$ cat src/rtl/core/chup_pkg.sv
// ----------------------------------------------------------------------------
// chup_pkg
// Shared constants, types and helpers of the 4:2:0 to 4:4:4 chroma upsampler.
// ----------------------------------------------------------------------------
package chup_pkg;

   // plane limits
   localparam int MAX_CHROMA_WIDTH  = 1024;
   localparam int MAX_CHROMA_HEIGHT = 1024;
   localparam int COL_W             = $clog2(MAX_CHROMA_WIDTH);
   localparam int ROW_W             = $clog2(MAX_CHROMA_HEIGHT);

   // field widths
   localparam int CFG_W     = 11;
   localparam int SAMPLE_W  = 8;
   localparam int POS_W     = 10;
   localparam int REQ_DATA_W = 8;
   localparam int RSP_DATA_W = 56;

   // register indexes
   localparam int CSR_INDEX_W = 1;
   localparam logic [CSR_INDEX_W-1:0] REG_CHROMA_WIDTH  = 1'd0;
   localparam logic [CSR_INDEX_W-1:0] REG_CHROMA_HEIGHT = 1'd1;

   // register reset values
   localparam int DEF_CHROMA_WIDTH  = 360;
   localparam int DEF_CHROMA_HEIGHT = 288;

   // job queue between front and back
   localparam int QUEUE_DEPTH = 4;
   localparam int QPTR_W      = $clog2(QUEUE_DEPTH);
   localparam int QCNT_W      = $clog2(QUEUE_DEPTH + 1);

   // bit positions of the emit mask, in emission order
   localparam int EMIT_N          = 4;
   localparam int EMIT_ABOVE_LEFT = 0;  // block (r-1,c-1)
   localparam int EMIT_ABOVE_HERE = 1;  // block (r-1,c), row end
   localparam int EMIT_HERE_LEFT  = 2;  // block (r,c-1), last row
   localparam int EMIT_HERE_HERE  = 3;  // block (r,c), last sample

   // 3x3 sample window, [row][col], row 2 / col 2 newest
   typedef logic [2:0][2:0][SAMPLE_W-1:0] chup_window_type;

   // active plane size, each minus one
   typedef struct packed {
      logic [COL_W-1:0] w_m1;
      logic [ROW_W-1:0] h_m1;
   } chup_dims_type;

   // one input sample's worth of pending blocks
   typedef struct packed {
      chup_window_type   window;
      logic [ROW_W-1:0]  row;
      logic [COL_W-1:0]  col;
      logic [EMIT_N-1:0] mask;
   } chup_job_type;

   // clamp a written width to 1..max and subtract one
   function automatic logic [COL_W-1:0] clamp_width_m1(input logic [CFG_W-1:0] v);
      logic [COL_W-1:0] res;
      if (v == '0) begin
         res = '0;
      end else if (int'(v) > MAX_CHROMA_WIDTH) begin
         res = COL_W'(MAX_CHROMA_WIDTH - 1);
      end else begin
         res = COL_W'(v - 1'b1);
      end
      return res;
   endfunction

   // clamp a written height to 1..max and subtract one
   function automatic logic [ROW_W-1:0] clamp_height_m1(input logic [CFG_W-1:0] v);
      logic [ROW_W-1:0] res;
      if (v == '0) begin
         res = '0;
      end else if (int'(v) > MAX_CHROMA_HEIGHT) begin
         res = ROW_W'(MAX_CHROMA_HEIGHT - 1);
      end else begin
         res = ROW_W'(v - 1'b1);
      end
      return res;
   endfunction

   // (diag + 3*(vert+horiz) + 9*centre + 8) >> 4
   function automatic logic [SAMPLE_W-1:0] bilinear_pix(
      input logic [SAMPLE_W-1:0] d,
      input logic [SAMPLE_W-1:0] v,
      input logic [SAMPLE_W-1:0] h,
      input logic [SAMPLE_W-1:0] c
   );
      logic [SAMPLE_W:0]   vh;
      logic [SAMPLE_W+3:0] sum;
      vh  = {1'b0, v} + {1'b0, h};
      sum = (SAMPLE_W+4)'(d) + (SAMPLE_W+4)'(vh) * (SAMPLE_W+4)'(3)
          + (SAMPLE_W+4)'(c) * (SAMPLE_W+4)'(9) + (SAMPLE_W+4)'(8);
      return sum[SAMPLE_W+3:4];
   endfunction

endpackage

$ cat src/rtl/core/chup_queue.sv
// ----------------------------------------------------------------------------
// chup_queue
// Short job queue that decouples the sample front from the block back end.
// ----------------------------------------------------------------------------
module chup_queue (
   input  logic                         clock,
   input  logic                         reset,
   input  logic                         push,
   input  chup_pkg::chup_job_type       push_job,
   input  logic                         pop,
   output logic                         head_valid,
   output chup_pkg::chup_job_type       head_job,
   output logic [chup_pkg::QCNT_W-1:0]  count
);

   localparam int QPTR_W = chup_pkg::QPTR_W;
   localparam int QCNT_W = chup_pkg::QCNT_W;

   chup_pkg::chup_job_type entry_ff [chup_pkg::QUEUE_DEPTH];
   logic [QPTR_W-1:0]      wr_ptr_ff, wr_ptr_in;
   logic [QPTR_W-1:0]      rd_ptr_ff, rd_ptr_in;
   logic [QCNT_W-1:0]      count_ff, count_in;

   // advance pointers and occupancy
   always_comb begin
      wr_ptr_in = wr_ptr_ff;
      rd_ptr_in = rd_ptr_ff;
      count_in  = count_ff;
      if (push) begin
         wr_ptr_in = (int'(wr_ptr_ff) == chup_pkg::QUEUE_DEPTH - 1) ? '0 : wr_ptr_ff + 1'b1;
      end
      if (pop) begin
         rd_ptr_in = (int'(rd_ptr_ff) == chup_pkg::QUEUE_DEPTH - 1) ? '0 : rd_ptr_ff + 1'b1;
      end
      priority if (push && !pop) begin
         count_in = count_ff + 1'b1;
      end else if (pop && !push) begin
         count_in = count_ff - 1'b1;
      end else begin
         count_in = count_ff;
      end
   end

   always_ff @(posedge clock) begin
      if (reset) begin
         wr_ptr_ff <= '0;
         rd_ptr_ff <= '0;
         count_ff  <= '0;
      end else begin
         wr_ptr_ff <= wr_ptr_in;
         rd_ptr_ff <= rd_ptr_in;
         count_ff  <= count_in;
      end
   end

   // store the pushed job
   always_ff @(posedge clock) begin
      if (push) begin
         entry_ff[wr_ptr_ff] <= push_job;
      end
   end

   assign head_valid = (count_ff != '0);
   assign head_job   = entry_ff[rd_ptr_ff];
   assign count      = count_ff;

   // occupancy checks
   a_no_overflow: assert property (@(posedge clock) disable iff (reset)
      push |-> (int'(count_ff) < chup_pkg::QUEUE_DEPTH))
      else $error("job queue pushed while full");

   a_no_underflow: assert property (@(posedge clock) disable iff (reset)
      pop |-> (count_ff != '0))
      else $error("job queue popped while empty");

   a_count_track: assert property (@(posedge clock) disable iff (reset)
      (push && !pop) |=> (count_ff == $past(count_ff) + 1'b1))
      else $error("job queue count lost a push");

endmodule

$ cat config.mk
export PLATFORM = sky130hd
export DESIGN_NAME = chup_queue
export DESIGN_NICKNAME = d
export VERILOG_FILES = /design/src/rtl/core/chup_pkg.sv /design/src/rtl/core/chup_queue.sv
export SDC_FILE = /design/constraint.sdc
export NUM_CORES = 1
export LEC_CHECK = 0
export BUFFER_PORTS_ARGS = -buffer_cell sky130_fd_sc_hd__buf_2
export CORE_MARGIN = 3
export CORE_UTILIZATION = 64
export CTS_BUF_LIST = sky130_fd_sc_hd__clkbuf_4
export CTS_CLUSTER_DIAMETER = 60
export DETAILED_ROUTE_END_ITERATION = 6
export HOLD_SLACK_MARGIN = 0.1
export MAX_ROUTING_LAYER = met4
export PLACE_DENSITY = 0.93
export SYNTH_ARGS = -nofsm -noshare
export SYNTH_HDL_FRONTEND = slang
export SYNTH_SLANG_ARGS = --single-unit
$ cat constraint.sdc
create_clock -name clock -period 5.5 [get_ports clock]
set_input_delay 1.1 -clock clock [delete_from_list [all_inputs] [get_ports clock]]
set_output_delay 1.1 -clock clock [all_outputs]
set_load 0.05 [all_outputs]
==> reports/summary.txt <==
CP required = 4400 ps
Worst min-delay path class = flip-flop to flip-flop
Cell variety after synth = 18
Final cell count without fillers = 1177
Initial core utilization = 65.2%
CTS H-tree lvls = 3
VDD IR max = 0.000219 V
Count of input and output buffers = 199
CP Class = flip-flop to primary output
Starting DRT DRC Count = 599
Core ar. = 0.0219 mm2
Max_cap viols = 0
Post-route cell area = 0.0167 mm2
Die area = 0.0241 mm2
Final hold slack = 510 ps
Hpwl dp = 16.2 mm
Final hold vios = 0
Syn Inst Count = 545
PwrDens = 390 mW/mm2
Post-route minimum period = 3970 ps
Largest area contributor in the netlist = edfxtp_1
Max Clock Skew = 43.4 ps
Layout area overhead = 17.0%
Yosys reg bits = 393
Clk root buf = clkbuf_4
Startpoint types = flip-flop
Worst setup EP type = primary output
Sequential fraction of the synthesis area = 82.0%
Detail Route Antenna Nets = 0
Overall routed net length = 26.8 mm
Achievable Freq = 252 MHz
# Post-CTS Setup Buffers = 0
Area contributors post-synth = edfxtp_1 81%, mux4_2 15%, dfxtp_1 1.3%, ha_1 0.53%, buf_6 0.39%
Mean Syn Cell Area = 26.2 um2
CTS Buffer Depth = 3
Status = completed
Nets = 931
Worst Path Arrival = 2870 ps
Fin crit share = 72.1%
Drt drc = 0
Post-placement cell count = 1009
Number of vias per cell = 5.83
Largest net degree at the start of global routing = 78
Detailed Routing Iterations Pass 1 = 5
Initial antenna violation count = 4
Clock Latency Late Sink = 680 ps
GR Overflow Total = 0
Most common cell after layout, fill and taps aside = edfxtp_1
Synth warnings = 0
Vias after detailed routing = 6860
Setup-failing EPs final = 0
Cts bufs inserted = 93
First-pass GRT wire length = 41.2 mm
Layout cells sized above 1 = 50.0%
RSZ-0062 raised after global routing = no
CP Max Fanout = 77
Slew headroom = 24.1%
CTS tree = yes
Syn Nets = 652
Row cnt = 54
Resize count post-CTS = 0
Drt wl/cell = 22.8 um
Die span in y = 155 um
Worst-margin pin slew = 1140 ps
GRT Total Usage = 23.5%
Setup_tns = 0 ps
Most frequent cells in the layout = 384 x edfxtp_1, 199 x buf_2, 133 x clkbuf_4
Pleak = 5.77 nW
IO Count = 200
Post-synth top area share = 80.8%
Hold Buf Count CTS = 0
Area of the mapped netlist = 0.0143 mm2
Clk sink count = 393
Routability Congestion = 0.804
Max-slew violation count = 0
Vias in the first global route = 7425
Die W = 155 um
CTS clk-pin slew, worst paths = 60 ps
Post-DP Area = 0.0156 mm2
==> path summary, 6_finish.rpt <==
kind                startpoint  depth (start not counted)  slack [ps]         endpoint
setup / recovery     flip-flop                          3        1530     head_job[37]
hold / removal        count[2]                          2         510         count[2]
setup reg to reg  wr_ptr_ff[0]                          4        3090  entry_ff[0][20]
hold reg to reg       count[2]                          2         510         count[2]
==> per-layer routing <==
metal | global-route usage, % | part of all wire, % | vias up
met1 | 30.7 | 39 | 3507
met5 | - | 0 | -
met3 | 7.45 | 9.2 | 40
met4 | 7.88 | 1.7 | 0
li1 | - | - | 2984
met2 | 36.0 | 51 | 329
==> metrics by stage <==
stage / setup slack [ps] / utilization, % / power, W
after floorplan: 1720 / - / 0.00417
after global placement: 2190 / 71.1 / 0.00436
after detailed placement: 2130 / 71.1 / 0.00440
after CTS: 1420 / 76.3 / 0.00660
after global routing: 1300 / 76.3 / 0.00680
final: 1530 / 76.3 / 0.00652
==> cells by family (layout without fill, tap and decap cells) <==
family                     after synthesis  count (layout)  synth area share (%)
other                                    0               7                     0
DFF                                    393             393                  82.0
AOI/OAI and AO/OA                        3               3                 0.105
buffers and inverters                   26             371                  1.16
adders and majority gates                7               7                 0.666
and+or+nand+nor                         14              14                 0.500
xor gates and xnor gates                 2               2                 0.123
muxes                                  100             100                  15.4
==> Yosys cell counts, drive strengths merged <==
library cell / n
nor2: 7
fa: 1
mux4: 96
a21oi: 2
clkbuf: 5
xor2: 2
o21ai: 1
dfxtp: 9
mux2i: 4
or3: 2
ha: 6
inv: 4
and2: 4
edfxtp: 384
nor3b: 1
buf: 17
==> registers in the layout, summed over array words and instances (netlist names), named ones only <==
| register | count |
|---|---|
| wr_ptr_ff | 2 |
| rd_ptr_ff | 2 |
| count | 3 |
| entry_ff | 384 |
==> critical path: stages (launching register included) <==
cell     delay, ps
dfxtp_4       1100
buf_4          460
mux4_2         380
buf_2          230
==> cell type report <==
cell class / instances / area [um2]
Clock buffer: 133 / 998
Tap cell: 280 / 350
Fill cell: 1196 / 5180
Sequential cell: 393 / 11700
Inverter: 4 / 15.0
Timing Repair Buffer: 206 / 1060
Clock inverter: 28 / 139
Multi-Input combinational cell: 126 / 2410
Antenna cell: 7 / 17.5
==> where the power goes <==
group	internal (W)	switching, W
clock network	0.00116	0.00104
logic	0.000245	0.000586
registers	0.00343	0.0000633
total	0.00483	0.00169
(Power assumes the default switching activity.)
