===== src/rtl/core/chup_pkg.sv =====
// ----------------------------------------------------------------------------
// chup_pkg
// Shared constants, types and helpers of the 4:2:0 to 4:4:4 chroma upsampler.
// ----------------------------------------------------------------------------
package chup_pkg;

   // plane limits
   localparam int MAX_CHROMA_WIDTH  = 1024;
   localparam int MAX_CHROMA_HEIGHT = 1024;
   localparam int COL_W             = $clog2(MAX_CHROMA_WIDTH);
   localparam int ROW_W             = $clog2(MAX_CHROMA_HEIGHT);

   // field widths
   localparam int CFG_W     = 11;
   localparam int SAMPLE_W  = 8;
   localparam int POS_W     = 10;
   localparam int REQ_DATA_W = 8;
   localparam int RSP_DATA_W = 56;

   // register indexes
   localparam int CSR_INDEX_W = 1;
   localparam logic [CSR_INDEX_W-1:0] REG_CHROMA_WIDTH  = 1'd0;
   localparam logic [CSR_INDEX_W-1:0] REG_CHROMA_HEIGHT = 1'd1;

   // register reset values
   localparam int DEF_CHROMA_WIDTH  = 360;
   localparam int DEF_CHROMA_HEIGHT = 288;

   // job queue between front and back
   localparam int QUEUE_DEPTH = 4;
   localparam int QPTR_W      = $clog2(QUEUE_DEPTH);
   localparam int QCNT_W      = $clog2(QUEUE_DEPTH + 1);

   // bit positions of the emit mask, in emission order
   localparam int EMIT_N          = 4;
   localparam int EMIT_ABOVE_LEFT = 0;  // block (r-1,c-1)
   localparam int EMIT_ABOVE_HERE = 1;  // block (r-1,c), row end
   localparam int EMIT_HERE_LEFT  = 2;  // block (r,c-1), last row
   localparam int EMIT_HERE_HERE  = 3;  // block (r,c), last sample

   // 3x3 sample window, [row][col], row 2 / col 2 newest
   typedef logic [2:0][2:0][SAMPLE_W-1:0] chup_window_type;

   // active plane size, each minus one
   typedef struct packed {
      logic [COL_W-1:0] w_m1;
      logic [ROW_W-1:0] h_m1;
   } chup_dims_type;

   // one input sample's worth of pending blocks
   typedef struct packed {
      chup_window_type   window;
      logic [ROW_W-1:0]  row;
      logic [COL_W-1:0]  col;
      logic [EMIT_N-1:0] mask;
   } chup_job_type;

   // clamp a written width to 1..max and subtract one
   function automatic logic [COL_W-1:0] clamp_width_m1(input logic [CFG_W-1:0] v);
      logic [COL_W-1:0] res;
      if (v == '0) begin
         res = '0;
      end else if (int'(v) > MAX_CHROMA_WIDTH) begin
         res = COL_W'(MAX_CHROMA_WIDTH - 1);
      end else begin
         res = COL_W'(v - 1'b1);
      end
      return res;
   endfunction

   // clamp a written height to 1..max and subtract one
   function automatic logic [ROW_W-1:0] clamp_height_m1(input logic [CFG_W-1:0] v);
      logic [ROW_W-1:0] res;
      if (v == '0) begin
         res = '0;
      end else if (int'(v) > MAX_CHROMA_HEIGHT) begin
         res = ROW_W'(MAX_CHROMA_HEIGHT - 1);
      end else begin
         res = ROW_W'(v - 1'b1);
      end
      return res;
   endfunction

   // (diag + 3*(vert+horiz) + 9*centre + 8) >> 4
   function automatic logic [SAMPLE_W-1:0] bilinear_pix(
      input logic [SAMPLE_W-1:0] d,
      input logic [SAMPLE_W-1:0] v,
      input logic [SAMPLE_W-1:0] h,
      input logic [SAMPLE_W-1:0] c
   );
      logic [SAMPLE_W:0]   vh;
      logic [SAMPLE_W+3:0] sum;
      vh  = {1'b0, v} + {1'b0, h};
      sum = (SAMPLE_W+4)'(d) + (SAMPLE_W+4)'(vh) * (SAMPLE_W+4)'(3)
          + (SAMPLE_W+4)'(c) * (SAMPLE_W+4)'(9) + (SAMPLE_W+4)'(8);
      return sum[SAMPLE_W+3:4];
   endfunction

endpackage


===== src/rtl/core/chup_back.sv =====
// ----------------------------------------------------------------------------
// chup_back
// Walks the blocks of the head job one per beat, filters each 2x2 block with
// edge replacement and drives the registered result stream.
// ----------------------------------------------------------------------------
module chup_back (
   input  logic                                clock,
   input  logic                                reset,
   input  chup_pkg::chup_dims_type             dims,
   // job queue
   input  logic                                head_valid,
   input  chup_pkg::chup_job_type              head_job,
   output logic                                pop,
   // result stream
   output logic                                rsp_tvalid,
   input  logic                                rsp_tready,
   // block_row[9:0], block_col[19:10], top_left[27:20], top_right[35:28],
   // bottom_left[43:36], bottom_right[51:44], zero fill above
   output logic [chup_pkg::RSP_DATA_W-1:0]     rsp_tdata,
   output logic                                rsp_tlast,   // last_of_run
   output logic                                rsp_tuser    // frame_done
);

   localparam int SAMPLE_W = chup_pkg::SAMPLE_W;
   localparam int POS_W    = chup_pkg::POS_W;
   localparam int EMIT_N   = chup_pkg::EMIT_N;

   logic [EMIT_N-1:0]            done_ff, done_in;
   logic [EMIT_N-1:0]            remaining;
   logic [EMIT_N-1:0]            pick;
   logic                         last;
   logic                         load;
   logic                         row_lo, col_lo;
   logic [1:0]                   rr, cc;
   logic [chup_pkg::ROW_W-1:0]   br;
   logic [chup_pkg::COL_W-1:0]   bc;
   logic                         at_top, at_bottom, at_left, at_right;
   logic [SAMPLE_W-1:0]          ctr;
   logic [2:0][2:0][SAMPLE_W-1:0] nb;
   logic [SAMPLE_W-1:0]          px_tl, px_tr, px_bl, px_br;

   logic                         rsp_valid_ff, rsp_valid_in;
   logic [POS_W-1:0]             rsp_row_ff, rsp_col_ff;
   logic [SAMPLE_W-1:0]          rsp_tl_ff, rsp_tr_ff, rsp_bl_ff, rsp_br_ff;
   logic                         rsp_last_ff, rsp_done_ff;

   // pick the first block still owed by the head job
   always_comb begin
      remaining = head_job.mask & ~done_ff;
      pick      = '0;
      priority if (remaining[chup_pkg::EMIT_ABOVE_LEFT]) begin
         pick[chup_pkg::EMIT_ABOVE_LEFT] = 1'b1;
      end else if (remaining[chup_pkg::EMIT_ABOVE_HERE]) begin
         pick[chup_pkg::EMIT_ABOVE_HERE] = 1'b1;
      end else if (remaining[chup_pkg::EMIT_HERE_LEFT]) begin
         pick[chup_pkg::EMIT_HERE_LEFT] = 1'b1;
      end else begin
         pick[chup_pkg::EMIT_HERE_HERE] = 1'b1;
      end
      last = ((remaining & ~pick) == '0);
   end

   // block position and window centre
   always_comb begin
      row_lo = pick[chup_pkg::EMIT_ABOVE_LEFT] || pick[chup_pkg::EMIT_ABOVE_HERE];
      col_lo = pick[chup_pkg::EMIT_ABOVE_LEFT] || pick[chup_pkg::EMIT_HERE_LEFT];
      rr     = row_lo ? 2'd1 : 2'd2;
      cc     = col_lo ? 2'd1 : 2'd2;
      br     = row_lo ? head_job.row - 1'b1 : head_job.row;
      bc     = col_lo ? head_job.col - 1'b1 : head_job.col;
      at_top    = (br == '0);
      at_bottom = (br == dims.h_m1);
      at_left   = (bc == '0);
      at_right  = (bc == dims.w_m1);
      ctr       = head_job.window[rr][cc];
   end

   // gather the 3x3 neighborhood, centre in place of anything off the plane
   always_comb begin
      logic [2:0] wr;
      logic [2:0] wc;
      logic       off;
      for (int i = 0; i < 3; i++) begin
         for (int j = 0; j < 3; j++) begin
            wr  = {1'b0, rr} + 3'(i) - 3'd1;
            wc  = {1'b0, cc} + 3'(j) - 3'd1;
            off = (i == 0 && at_top) || (i == 2 && at_bottom)
               || (j == 0 && at_left) || (j == 2 && at_right)
               || (wr > 3'd2) || (wc > 3'd2);
            nb[i][j] = off ? ctr : head_job.window[wr[1:0]][wc[1:0]];
         end
      end
   end

   // filter the four pixels of the block
   always_comb begin
      px_tl = chup_pkg::bilinear_pix(nb[0][0], nb[0][1], nb[1][0], ctr);
      px_tr = chup_pkg::bilinear_pix(nb[0][2], nb[0][1], nb[1][2], ctr);
      px_bl = chup_pkg::bilinear_pix(nb[2][0], nb[2][1], nb[1][0], ctr);
      px_br = chup_pkg::bilinear_pix(nb[2][2], nb[2][1], nb[1][2], ctr);
   end

   // load the output register whenever it is empty or being drained
   always_comb begin
      load         = head_valid && (!rsp_valid_ff || rsp_tready);
      pop          = load && last;
      rsp_valid_in = load || (rsp_valid_ff && !rsp_tready);
      if (pop) begin
         done_in = '0;
      end else if (load) begin
         done_in = done_ff | pick;
      end else begin
         done_in = done_ff;
      end
   end

   always_ff @(posedge clock) begin
      if (reset) begin
         rsp_valid_ff <= 1'b0;
         done_ff      <= '0;
      end else begin
         rsp_valid_ff <= rsp_valid_in;
         done_ff      <= done_in;
      end
   end

   always_ff @(posedge clock) begin
      if (load) begin
         rsp_row_ff  <= POS_W'(br);
         rsp_col_ff  <= POS_W'(bc);
         rsp_tl_ff   <= px_tl;
         rsp_tr_ff   <= px_tr;
         rsp_bl_ff   <= px_bl;
         rsp_br_ff   <= px_br;
         rsp_last_ff <= last;
         rsp_done_ff <= at_bottom && at_right;
      end
   end

   assign rsp_tvalid = rsp_valid_ff;
   assign rsp_tdata  = chup_pkg::RSP_DATA_W'({rsp_br_ff, rsp_bl_ff, rsp_tr_ff, rsp_tl_ff,
                                              rsp_col_ff, rsp_row_ff});
   assign rsp_tlast  = rsp_last_ff;
   assign rsp_tuser  = rsp_done_ff;

endmodule

===== config.mk =====
export PLATFORM = sky130hd
export DESIGN_NAME = chup_back
export DESIGN_NICKNAME = d
export VERILOG_FILES = /design/src/rtl/core/chup_pkg.sv /design/src/rtl/core/chup_back.sv
export SDC_FILE = /design/constraint.sdc
export NUM_CORES = 1
export LEC_CHECK = 0
export BUFFER_PORTS_ARGS = -buffer_cell sky130_fd_sc_hd__buf_4
export CORE_MARGIN = 5
export CORE_UTILIZATION = 53
export DETAILED_ROUTE_END_ITERATION = 7
export GPL_TIMING_DRIVEN = 1
export PLACE_DENSITY = 0.78
export SETUP_SLACK_MARGIN = 0.2
export SLEW_MARGIN = 20
export SYNTH_ARGS = -nofsm -noshare
export SYNTH_HDL_FRONTEND = slang
export SYNTH_SLANG_ARGS = --single-unit

===== constraint.sdc =====
create_clock -name clock -period 8.3 [get_ports clock]
set_clock_uncertainty 0.05 [all_clocks]
set_input_delay 0.83 -clock clock [delete_from_list [all_inputs] [get_ports clock]]
set_output_delay 0.83 -clock clock [all_outputs]
set_load 0.01 [all_outputs]

==> metrics.log, run 1 <==
[metrics] Avg Vias per Cell: 5.63
[metrics] First DRT Iteration DRCs: 791
[metrics] met3 wire length: 2210 um
[metrics] register-to-register setup slack: 850 ps
[metrics] number of top-level pins: 180
[metrics] kind of launch point of the worst setup path: input port
[metrics] fraction of final layout cells sized beyond drive strength 1: 22.8%
[metrics] total cell area at the placement stage: 12300 sq um
[metrics] clock edge transition at the registers on the reported setup and hold paths: 60 ps
[metrics] main area contributors after synthesis: sky130_fd_sc_hd__ha_1, sky130_fd_sc_hd__edfxtp_1, sky130_fd_sc_hd__fa_1, sky130_fd_sc_hd__xnor2_1, sky130_fd_sc_hd__inv_1
[metrics] endpoint of the worst hold path: done_ff[3]$_SDFFE_PP0P_
[metrics] Die Span Y: 151 um
[metrics] required time at the worst-slack endpoint: 8340 ps
[metrics] count of flip-flops with a built-in enable after synthesis: 54
[metrics] Fmax: 0.130 GHz
[metrics] gate count of the mapped netlist: 1210
[metrics] Root Buffer Master: sky130_fd_sc_hd__clkbuf_16
[metrics] worst hold path cell count: 2
[metrics] buffers plus inverters on the worst setup path: 5
[metrics] critical register-to-register path endpoint: rsp_tr_ff[7]$_DFFE_PP_
[metrics] Max clock buf depth: 2
[metrics] Static Leakage: 6.13 nW
[metrics] Syn Std Cell Area: 10500 sq um
[metrics] total gr overflow: 0
[metrics] critical path type: in -> reg
[metrics] largest fanout on the critical path: 10
[metrics] DRT Pass-1 Iters: 7
[metrics] initial core utilization: 53.8%
[metrics] die width: 151 um
[metrics] source of the worst hold timing path: done_ff[3]$_SDFFE_PP0P_
[metrics] Max-slew headroom: 46.5%
[metrics] global-route wire length before repair: 47000 um
[metrics] Worst Reg-to-Reg Cells: 29
[metrics] core area: 19500 sq um
[metrics] post-synthesis cell type with the largest combined area: sky130_fd_sc_hd__ha_1
[metrics] Power per Cell Area: 556 nW/um^2
[metrics] die outline area: 22700 sq um
[metrics] insertion delay to the later sink of the worst-skew pair: 350 ps
[metrics] critical path endpoint category: flip-flop
[metrics] antenna-violating nets left: 0
[metrics] number of maximum-capacitance violations: 0
[metrics] part of the cycle the worst path needs: 92.8%
[metrics] initial antenna violation count: 0
[metrics] total via count after detailed routing: 9432
[metrics] Seq/Total Area, Yosys: 16.4%
[metrics] number of different library cells in the post-synthesis netlist: 96
[metrics] Layout area overhead: 22.1%
[metrics] worst path arrival time: 7750 ps
[metrics] top layer reached by signal wires: met4
[metrics] number of buffers added by the clock tree synthesis step: 9
[metrics] hold buffer count at cts: 0
[metrics] startpoint of the most critical register-to-register path: done_ff[1]$_SDFFE_PP0P_
[metrics] highest cell delay on the worst timing path: 550 ps
[metrics] DR WL met2: 14400 um
[metrics] DRC: 0
[metrics] length of routed wiring on met1: 13300 um
[metrics] most instantiated library cell after synthesis: sky130_fd_sc_hd__inv_1
[metrics] flop and latch count out of synthesis: 59
[metrics] diodes inserted: 0
[metrics] worst-case vdd ir drop: 0.720 mV
[metrics] post-layout power: 7.11 mW
[metrics] slowest stage cell, crit path: sky130_fd_sc_hd__or4_1
[metrics] row count: 51
[metrics] run status: complete, no violations
[metrics] worst hold path type: reg -> reg
[metrics] total count of hold-check failures in the final report: 0
[metrics] CTS tree: built
[metrics] top_reg_cell synth: sky130_fd_sc_hd__edfxtp_1
[metrics] overall global routing resource usage: 26.6%
[metrics] input/output buffers: 175
[metrics] cell repeated most along the worst path: sky130_fd_sc_hd__inv_1
[metrics] gp weighted congestion: 1.01
[metrics] clock sink total: 59
[metrics] via count of the first global-routing pass: 9021
[metrics] net count reported at finish: 1717
[metrics] Worst-Margin Slew: 803 ps
[metrics] routed length per placed instance: 18.4 um
[metrics] fin. max-slew vios: 0
[metrics] final routed wirelength across all metal layers: 30700 um
[metrics] number of H-tree levels: 3
[metrics] top cells by instance count after synthesis: sky130_fd_sc_hd__inv_1, sky130_fd_sc_hd__ha_1, sky130_fd_sc_hd__nand2_1
[metrics] Yosys warning count: 0
[metrics] area share of the leading cell type in the synthesized netlist: 16.3%
[metrics] minimum clock period after layout: 7710 ps
[metrics] syn avg cell area: 8.65 sq um
[metrics] crit-path leading delay family: adder cells
[metrics] Final Setup Violations: 0
[metrics] Design Area, Final: 12800 sq um
[metrics] pin count of the biggest net entering global routing: 60
[metrics] post-synthesis async set-or-reset flop share: 0%
[metrics] sum of net half-perimeters after detailed placement: 25200 um
[metrics] count of fill cells added during filler insertion: 1651
[metrics] setup repair after global routing missed its margin: yes
final cells by class:
type | instances | area (sq um) | share of cell area (%)
inverters | 145 | 544 | 4.26
flip-flops and latches | 59 | 1720 | 13.5
clock inverters | 6 | 38.8 | 0.304
multi-input cells | 956 | 8130 | 63.6
clock buffers | 10 | 250 | 1.96
repair buffers | 233 | 1760 | 13.8
well taps | 265 | 332 | 2.59
layer usage:
metal	vias to the layer above	global-route usage (%)
met1	4416	36.9
met2	370	42.9
met3	47	4.58
li1	4599	-
met4	0	7.27
met5	-	0
worst max path at each step:
stage | depth (start not counted) | start | endpoint | slack [ps]
after floorplan | 32 | head_job[18] | rsp_tr_ff[7]$_DFFE_PP_ | 480
after global placement | 29 | head_job[14] | rsp_bl_ff[7]$_DFFE_PP_ | 20
after detailed placement | 30 | head_job[14] | rsp_bl_ff[7]$_DFFE_PP_ | -100
after CTS | 30 | head_job[14] | rsp_bl_ff[7]$_DFFE_PP_ | 210
after global routing | 32 | head_job[14] | rsp_tl_ff[7]$_DFFE_PP_ | 170
final | 29 | head_job[16] | rsp_tr_ff[7]$_DFFE_PP_ | 590
cell usage in the layout, fill, tap and decap left out, types with 10 or more instances in the layout:
master / n
sky130_fd_sc_hd__mux2i_1: 50
sky130_fd_sc_hd__inv_1: 145
sky130_fd_sc_hd__a21oi_1: 47
sky130_fd_sc_hd__xnor2_1: 70
sky130_fd_sc_hd__a21o_1: 11
sky130_fd_sc_hd__nand2b_1: 22
sky130_fd_sc_hd__nor3_1: 18
sky130_fd_sc_hd__fa_1: 57
sky130_fd_sc_hd__ha_1: 136
sky130_fd_sc_hd__buf_4: 232
sky130_fd_sc_hd__a22oi_1: 11
sky130_fd_sc_hd__o21bai_1: 11
sky130_fd_sc_hd__nand2_1: 119
sky130_fd_sc_hd__and3_1: 10
sky130_fd_sc_hd__clkbuf_16: 10
sky130_fd_sc_hd__nor2_1: 62
sky130_fd_sc_hd__edfxtp_1: 54
sky130_fd_sc_hd__nand3_1: 30
sky130_fd_sc_hd__nor2b_1: 18
sky130_fd_sc_hd__o21ai_0: 58
sky130_fd_sc_hd__xor2_1: 37
where the power goes:
part / switching, mW / leakage [nW] / internal (mW)
clock: 0.159 / 0.139 / 0.219
combinational: 3.10 / 5.42 / 2.77
sequential: 0.0265 / 0.564 / 0.829
cell families (layout without fill, tap and decap cells):
logic type	count (synthesis)	count (layout)	share of synthesized area (%)
buffers and inverters	198	394	7.66
muxes	59	59	5.88
AOI/OAI and AO/OA	244	244	16.3
xor gates and xnor gates	118	118	10.4
and+or+nand+nor	338	338	16.1
other	1	4	0.0358
adders and majority gates	193	193	27.2
DFF	59	59	16.4
stage by stage:
step	TNS [ps]	setup WS [ps]	cells	hold WS, ps	utilization (%)
after CTS	0	210	1669	427	64.7
final	0	594	1674	424	65.7
after floorplan	0	476	1213	387	-
after detailed placement	-176	-104	1653	411	63.2
after global placement	0	16.5	1653	402	63.2
after global routing	0	171	1674	476	65.7
registers in the layout, indices dropped and copies added (netlist names):
register    flops
rsp_col_ff     10
rsp_row_ff     10
rsp_bl_ff       8
rsp_br_ff       8
rsp_tl_ff       8
rsp_tr_ff       8
done_ff         4
rsp_tlast       1
rsp_tuser       1
rsp_tvalid      1
what timing repair did:
action,4_1_cts,5_1_grt
buffers inserted,0,5
endpoints found under the setup margin,0,9
gates resized for setup,0,33
worst register-to-register path, delay by kind of cell, from the launching register on:
kind,cells,cell delay (ps)
flip-flops,1,330
XOR/XNOR,4,570
AO/OA/AOI/OAI,7,1840
multiplexers,1,460
AND/OR/NAND/NOR,8,1650
adder cells (fa/ha/maj),5,1950
buffers and inverters,4,340
(Power assumes the default switching activity.)
==> inputs of run 2 (changes only) <==
--- a/config.mk
+++ b/config.mk
@@ -7,10 +7,10 @@
 export LEC_CHECK = 0
 export BUFFER_PORTS_ARGS = -buffer_cell sky130_fd_sc_hd__buf_4
 export CORE_MARGIN = 5
-export CORE_UTILIZATION = 53
+export CORE_UTILIZATION = 30
 export DETAILED_ROUTE_END_ITERATION = 7
 export GPL_TIMING_DRIVEN = 1
-export PLACE_DENSITY = 0.78
+export PLACE_DENSITY = 0.49
 export SETUP_SLACK_MARGIN = 0.2
 export SLEW_MARGIN = 20
 export SYNTH_ARGS = -nofsm -noshare
==> run 2 against run 1 <==
  * Sequential share of layout area down 0.38 points
  * Via count is 2.1% lower
  * Global-route usage is 9.1 points lower
  * Count of clock-buffer cells in the layout increased by 3
  * Setup slack got worse by 53 ps
  * Cell count grew 13%
  * Sequential power is essentially flat
  * Register-to-register slack worse by 20 ps
  * Die area rose by 71%
  * Critical path type unchanged
  * Critical endpoint unchanged
  * Largest cell class unchanged
  * Highest routed layer unchanged
==> metrics.log, run 2 (synthesis results as in run 1) <==
[metrics] DRC: 0 (unchanged)
[metrics] fin. max-slew vios: 0 (unchanged)
[metrics] insertion delay to the later sink of the worst-skew pair: 350 ps (about the same)
[metrics] initial core utilization: 30.4% (-23 points)
[metrics] critical path endpoint category: flip-flop
[metrics] Power per Cell Area: 549 nW/um^2 (-1.2%)
[metrics] setup repair after global routing missed its margin: no
[metrics] initial antenna violation count: 0 (unchanged)
[metrics] core area: 34500 sq um (+77%)
[metrics] part of the cycle the worst path needs: 93.5% (+0.64 points)
[metrics] via count of the first global-routing pass: 9283 (+2.9%)
[metrics] total via count after detailed routing: 9236 (-2.1%)
[metrics] sum of net half-perimeters after detailed placement: 29000 um (+15%)
[metrics] largest fanout on the critical path: 6 (-4)
[metrics] utilization after layout: 38.1% (-28 points)
[metrics] net count reported at finish: 1742 (+1.5%)
[metrics] Avg Vias per Cell: 4.89 (-13%)
[metrics] register-to-register setup slack: 830 ps (-20 ps)
[metrics] final routed wirelength across all metal layers: 34800 um (+13%)
[metrics] worst-case vdd ir drop: 0.305 mV (-58%)
[metrics] overall global routing resource usage: 17.5% (-9.1 points)
[metrics] Layout area overhead: 25.6%
[metrics] antenna-violating nets left: 0 (unchanged)
[metrics] global-route wire length before repair: 52800 um (+12%)
[metrics] slowest stage cell, crit path: sky130_fd_sc_hd__fa_1
[metrics] clock sink total: 59 (unchanged)
[metrics] total count of hold-check failures in the final report: 0 (unchanged)
[metrics] hold buffer count at cts: 0 (unchanged)
[metrics] number of H-tree levels: 3 (unchanged)
[metrics] kind of launch point of the worst setup path: input port
[metrics] row count: 68 (+33%)
[metrics] required time at the worst-slack endpoint: 8360 ps (+20 ps)
[metrics] number of buffers added by the clock tree synthesis step: 9 (unchanged)
[metrics] dpl ws: -45.9 ps (+57.8 ps)
[metrics] most frequent standard cell in the layout excluding fill and tap cells: sky130_fd_sc_hd__buf_4
[metrics] worst path arrival time: 7810 ps (+60 ps)
[metrics] registers with the highest flip-flop counts: rsp_col_ff (10), rsp_row_ff (10)
[metrics] total cell area at the placement stage: 12700 sq um (+3.3%)
[metrics] gp weighted congestion: 0.870 (-13%)
[metrics] minimum clock period after layout: 7760 ps (+53.4 ps)
[metrics] Final Setup Violations: 0 (unchanged)
[metrics] total gr overflow: 0 (unchanged)
[metrics] Design Area, Final: 13100 sq um (+2.9%)
[metrics] run status: complete, no violations
[metrics] number of maximum-capacitance violations: 0 (unchanged)
[metrics] highest cell delay on the worst timing path: 510 ps (-40 ps)
[metrics] die width: 197 um (+31%)
[metrics] First DRT Iteration DRCs: 540 (-32%)
[metrics] Die Span Y: 197 um (+31%)
[metrics] critical path type: in -> reg
[metrics] number of top-level pins: 180 (unchanged)
[metrics] CTS tree: built
[metrics] die outline area: 38700 sq um (+71%)
[metrics] final worst hold slack: 441 ps (+17.0 ps)
[metrics] Fmax: 0.129 GHz (-0.69%)
[metrics] Static Leakage: 6.22 nW (+1.6%)
[metrics] top library cells by usage in the layout, fill and taps aside: sky130_fd_sc_hd__buf_4, sky130_fd_sc_hd__inv_1, sky130_fd_sc_hd__ha_1
[metrics] routed length per placed instance: 18.4 um (+0.18%)
[metrics] Root Buffer Master: sky130_fd_sc_hd__clkbuf_16
[metrics] input/output buffers: 175 (unchanged)
[metrics] cell repeated most along the worst path: sky130_fd_sc_hd__inv_1
[metrics] setup slack of the critical path after layout: 541 ps (-53.4 ps)
[metrics] DRT Pass-1 Iters: 5 (-2)
[metrics] worst hold path type: reg -> reg
[metrics] Worst-Margin Slew: 853 ps (+49.5 ps)
[metrics] pin count of the biggest net entering global routing: 60 (unchanged)
[metrics] Max clock buf depth: 2 (unchanged)
[metrics] clock edge transition at the registers on the reported setup and hold paths: 60 ps (about the same)
[metrics] fraction of final layout cells sized beyond drive strength 1: 23.3% (+0.51 points)
[metrics] Max-slew headroom: 42.9% (-3.5 points)
## run 2: changes by cell type in the layout (fill, tap and decap cells not counted), moves of 2 or more
cell,previous run,this run
sky130_fd_sc_hd__clkbuf_1,0,3
sky130_fd_sc_hd__xnor2_1,70,73
sky130_fd_sc_hd__a31oi_2,4,1
sky130_fd_sc_hd__buf_4,232,255
sky130_fd_sc_hd__xnor2_2,6,3
sky130_fd_sc_hd__nor2b_4,0,2
sky130_fd_sc_hd__clkinvlp_4,2,0
sky130_fd_sc_hd__a31oi_1,8,11
## run 2: worst max-delay path, delay by kind of cell
family	cells	cell delay [ps]
adders and majority gates	6	2190
AOI/OAI and AO/OA	8	1790
buffers and inverters	9	1080
and+or+nand+nor	6	1080
xor gates and xnor gates	4	460
muxes	1	340
## run 2: cell type report
| type | count | area, sq um |
|---|---|---|
| well taps | 455 | 569 |
| diodes | 1 | 2.50 |
| flip-flops and latches | 59 | 1720 |
| inverters | 145 | 544 |
| multi-input cells | 957 | 8090 |
| repair buffers | 257 | 1950 |
| fillers | 3623 | 21300 |
| clock inverters | 3 | 13.8 |
| clock buffers | 13 | 250 |
## run 2: routing by layer
layer  track usage (%)  wire, um
met1              23.8     16300
met2              29.3     16600
met3              1.97      1110
met4              5.24       774
met5                 0         0
## run 2: report_power, final
group          internal [mW]  total (mW)  switching (mW)
logic                   2.85        6.00            3.15
clock network          0.209       0.358           0.150
registers              0.830       0.858          0.0286
## run 2: repair_timing
action,in CTS,in global routing
setup buffers,0,7
resized for setup,0,25
endpoints found under the hold margin,0,0
setup endpoints to repair,0,8
## run 2: through the flow
step	instances	power (mW)	setup TNS (ps)
4_1_cts	1881	7.28	0
5_1_grt	1889	8.18	0
3_3_place_gp	1865	6.83	0
2_1_floorplan	1213	5.16	0
6_report	1890	7.22	0
3_5_place_dp	1865	6.80	-57.3
## run 2: path summary, 6_finish.rpt
check,from,endpoint,cells past startpoint
max,head_job[14],rsp_tr_ff[7]$_DFFE_PP_,34
min,rsp_tvalid$_SDFF_PP0_,rsp_tvalid$_SDFF_PP0_,2
min reg2reg,rsp_tvalid$_SDFF_PP0_,rsp_tvalid$_SDFF_PP0_,2
max reg2reg,done_ff[1]$_SDFFE_PP0P_,rsp_tr_ff[7]$_DFFE_PP_,33
==> inputs of run 3 (changes only) <==
--- a/config.mk
+++ b/config.mk
@@ -5,6 +5,7 @@
 export SDC_FILE = /design/constraint.sdc
 export NUM_CORES = 1
 export LEC_CHECK = 0
+export ABC_AREA = 1
 export BUFFER_PORTS_ARGS = -buffer_cell sky130_fd_sc_hd__buf_4
 export CORE_MARGIN = 5
 export CORE_UTILIZATION = 30
==> run 3 against run 2 <==
  * Flip-flop and latch count did not move
  * Setup slack improved by 320 ps
  * Power shrank 4.6%
  * Non-clock buffer count fell by 57
  * Global-route usage rose by 0.64 points
  * Sequential share of layout area grew 0.44 points
  * Critical path depth is 2 lower
  * Via count increased by 7.7%
  * Critical endpoint is now rsp_tl_ff[7]$_DFFE_PP_
  * Largest power group unchanged
  * Highest routed layer unchanged
==> metrics.log, run 3 <==
[metrics] cell repeated most along the worst path: sky130_fd_sc_hd__inv_1
[metrics] setup slack of the critical path after layout: 860 ps (+319 ps)
[metrics] top_reg_cell synth: sky130_fd_sc_hd__edfxtp_1
[metrics] largest family of logic cells by synthesized area: adder cells
[metrics] slowest stage cell, crit path: sky130_fd_sc_hd__fa_1
[metrics] Layout area overhead: 20.4%
[metrics] Power per Cell Area: 542 nW/um^2 (-1.3%)
[metrics] kind of launch point of the worst setup path: input port
[metrics] post-layout power: 6.89 mW (-4.6%)
[metrics] Die Span Y: 198 um (+0.41%)
[metrics] Avg Vias per Cell: 4.75 (-2.8%)
[metrics] flop and latch count out of synthesis: 59 (unchanged)
[metrics] critical register-to-register path endpoint: rsp_tl_ff[7]$_DFFE_PP_
[metrics] number of H-tree levels: 3 (unchanged)
[metrics] fraction of the mapped netlist area in simple logic gates: 26.5% (+10 points)
[metrics] gate count of the mapped netlist: 1456 (+20%)
[metrics] final sum of negative setup slack: 0 ps (unchanged)
[metrics] setup repair after global routing missed its margin: no
[metrics] Worst-Margin Slew: 824 ps (-29.2 ps)
[metrics] utilization after layout: 36.7% (-1.4 points)
[metrics] critical path endpoint category: flip-flop
[metrics] number of buffers added by the clock tree synthesis step: 9 (unchanged)
[metrics] synthesized-area fraction occupied by adder cells: 26.9% (-0.23 points)
[metrics] fraction of final layout cells sized beyond drive strength 1: 19.7% (-3.6 points)
[metrics] routed length per placed instance: 16.9 um (-8.3%)
[metrics] Final Setup Violations: 0 (unchanged)
[metrics] CTS tree: built
[metrics] sum of net half-perimeters after detailed placement: 30200 um (+4.1%)
[metrics] main area contributors after synthesis: sky130_fd_sc_hd__ha_1, sky130_fd_sc_hd__edfxtp_1, sky130_fd_sc_hd__nand2_1, sky130_fd_sc_hd__fa_1, sky130_fd_sc_hd__inv_1
[metrics] count of flip-flops with a built-in enable after synthesis: 54 (unchanged)
[metrics] total count of hold-check failures in the final report: 0 (unchanged)
[metrics] antenna-violating nets left: 0 (unchanged)
[metrics] total cell area at the placement stage: 12400 sq um (-2.3%)
[metrics] Syn Std Cell Area: 10600 sq um (+0.87%)
[metrics] part of the cycle the worst path needs: 89.6% (-3.8 points)
[metrics] registers with the highest flip-flop counts: rsp_col_ff (10), rsp_row_ff (10)
[metrics] count of fill cells added during filler insertion: 3721 (+2.7%)
[metrics] clock edge transition at the registers on the reported setup and hold paths: 60 ps (about the same)
[metrics] largest fanout on the critical path: 25 (+19)
[metrics] xor/xnor share of the synthesized area: 5.47% (-4.9 points)
[metrics] number of top-level pins: 180 (unchanged)
[metrics] fraction of synthesized area in multiplexers: 0.284% (-5.6 points)
[metrics] worst hold path type: reg -> reg
[metrics] net count reported at finish: 1946 (+12%)
[metrics] top library cells by usage in the layout, fill and taps aside: sky130_fd_sc_hd__nand2_1, sky130_fd_sc_hd__inv_1, sky130_fd_sc_hd__buf_4
[metrics] worst hold path cell count: 2 (unchanged)
[metrics] insertion delay to the later sink of the worst-skew pair: 350 ps (about the same)
[metrics] diodes inserted: 0 (-1)
[metrics] initial core utilization: 30.5% (+0.11 points)
[metrics] Design Area, Final: 12700 sq um (-3.3%)
[metrics] Worst Reg-to-Reg Cells: 32 (-3.0%)
[metrics] die outline area: 39100 sq um (+0.82%)
[metrics] input/output buffers: 175 (unchanged)
[metrics] share of the synthesized area in compound gates (AO/OA/AOI/OAI): 12.5% (-3.8 points)
[metrics] global-route wire length before repair: 54900 um (+4.1%)
[metrics] Max clock buf depth: 2 (unchanged)
[metrics] gp weighted congestion: 0.946 (+8.7%)
[metrics] required time at the worst-slack endpoint: 8350 ps (about the same)
[metrics] critical path type: in -> reg
[metrics] run status: complete, no violations
[metrics] endpoint of the worst hold path: done_ff[0]$_SDFFE_PP0P_
[metrics] Max-slew headroom: 44.9% (+2.0 points)
[metrics] DRC: 0 (unchanged)
[metrics] minimum clock period after layout: 7440 ps (-319 ps)
[metrics] syn avg cell area: 7.25 sq um (-16%)
[metrics] die width: 198 um (+0.41%)
[metrics] worst-case vdd ir drop: 0.485 mV (+59%)
[metrics] dpl ws: 405 ps (+451 ps)
[metrics] Fmax: 0.134 GHz (+4.3%)
[metrics] post-synthesis async set-or-reset flop share: 0% (unchanged)
[metrics] post-synthesis cell type with the largest combined area: sky130_fd_sc_hd__ha_1
[metrics] overall global routing resource usage: 18.1% (+0.64 points)
[metrics] Root Buffer Master: sky130_fd_sc_hd__clkbuf_16
[metrics] total gr overflow: 0 (unchanged)
[metrics] clock sink total: 59 (unchanged)
[metrics] worst path arrival time: 7490 ps (-320 ps)
[metrics] area share of the leading cell type in the synthesized netlist: 16.1% (-0.14 points)
[metrics] fin. max-slew vios: 0 (unchanged)
[metrics] number of different library cells in the post-synthesis netlist: 54 (-44%)
[metrics] source of the worst hold timing path: done_ff[0]$_SDFFE_PP0P_
[metrics] top cells by instance count after synthesis: sky130_fd_sc_hd__nand2_1, sky130_fd_sc_hd__inv_1, sky130_fd_sc_hd__ha_1
[metrics] startpoint of the most critical register-to-register path: done_ff[0]$_SDFFE_PP0P_
[metrics] register-to-register setup slack: 1100 ps (+270 ps)
[metrics] hold buffer count at cts: 0 (unchanged)
[metrics] number of maximum-capacitance violations: 0 (unchanged)
[metrics] core area: 34600 sq um (+0.49%)
[metrics] most frequent standard cell in the layout excluding fill and tap cells: sky130_fd_sc_hd__nand2_1
[metrics] most instantiated library cell after synthesis: sky130_fd_sc_hd__nand2_1
[metrics] initial antenna violation count: 0 (unchanged)
[metrics] DRT Pass-1 Iters: 5 (unchanged)
[metrics] First DRT Iteration DRCs: 578 (+7.0%)
[metrics] total via count after detailed routing: 9946 (+7.7%)
[metrics] row count: 68 (unchanged)
[metrics] Yosys warning count: 0 (unchanged)
[metrics] highest cell delay on the worst timing path: 560 ps (+50 ps)
[metrics] Static Leakage: 6.80 nW (+9.3%)
[metrics] Seq/Total Area, Yosys: 16.3% (-0.14 points)
[metrics] pin count of the biggest net entering global routing: 36 (-40%)
[metrics] final routed wirelength across all metal layers: 35300 um (+1.5%)
[metrics] via count of the first global-routing pass: 9882 (+6.5%)
run 3: cell types whose count changed in the layout (fill, tap and decap cells not counted), sizes merged, moves of 55 or more:
cell,previous run,this run
inv,145,276
xnor2,76,21
nand3,30,95
buf,257,200
nand2,120,395
run 3: cell families (layout without fill, tap and decap cells):
logic type | Yosys count | after routing
DFF | 59 | 59
AOI/OAI and AO/OA | 224 | 224
other | 1 | 4
buffers and inverters | 313 | 492
and+or+nand+nor | 597 | 597
muxes | 3 | 3
adders and majority gates | 193 | 193
xor gates and xnor gates | 66 | 66
run 3: cell type report:
| cell class | count | area (sq um) | area share [%] |
|---|---|---|---|
| multi-input combinational | 1087 | 7590 | 59.7 |
| sequential | 59 | 1720 | 13.5 |
| timing repair buffer | 200 | 1510 | 11.9 |
| inverter | 276 | 1040 | 8.15 |
| tap | 455 | 569 | 4.48 |
| clock buffer | 14 | 274 | 2.16 |
| clock inverter | 2 | 10.0 | 0.0787 |
run 3: report_power, final:
group          internal [mW]  leakage (nW)  switching [mW]
Sequential             0.837         0.565          0.0308
Combinational           2.39          6.09            3.26
Clock                  0.226         0.143           0.149
Total                   3.45          6.80            3.44
run 3: critical path, delay by kind of cell:
kind	cells	cell delay (ps)
AOI/OAI and AO/OA	7	1740
and+or+nand+nor	11	1790
xor gates and xnor gates	2	360
adders and majority gates	6	2320
buffers and inverters	6	440
run 3: timing repair:
item	CTS	global route
setup endpoints to repair	0	1
gates resized for setup	0	1
buffers inserted	0	0
run 3: worst max-delay path by stage:
stage / from / endpoint / slack, ps / cells past startpoint
floorplan: head_job[2] / rsp_tl_ff[7]$_DFFE_PP_ / 1250 / 34
global placement: head_job[0] / rsp_tl_ff[7]$_DFFE_PP_ / 490 / 32
detailed placement: head_job[0] / rsp_tl_ff[7]$_DFFE_PP_ / 400 / 32
CTS: head_job[0] / rsp_tl_ff[7]$_DFFE_PP_ / 750 / 32
global route: head_job[4] / rsp_br_ff[5]$_DFFE_PP_ / 320 / 39
finish: head_job[0] / rsp_tl_ff[7]$_DFFE_PP_ / 860 / 32
run 3: metrics by stage:
stage / hold WS, ps / instances
3_5_place_dp: 418 / 2077
3_3_place_gp: 410 / 2077
6_report: 423 / 2093
4_1_cts: 425 / 2093
2_1_floorplan: 393 / 1459
5_1_grt: 438 / 2093
run 3: metal layers:
| metal | part of all wire (%) | global-route usage [%] | vias to the layer above |
|---|---|---|---|
| met5 | 0 | 0 | - |
| met4 | 1.3 | 4.03 | 0 |
| met3 | 4.2 | 2.25 | 22 |
| met2 | 47 | 30.3 | 214 |
| met1 | 48 | 25.2 | 4651 |
| li1 | - | - | 5059 |
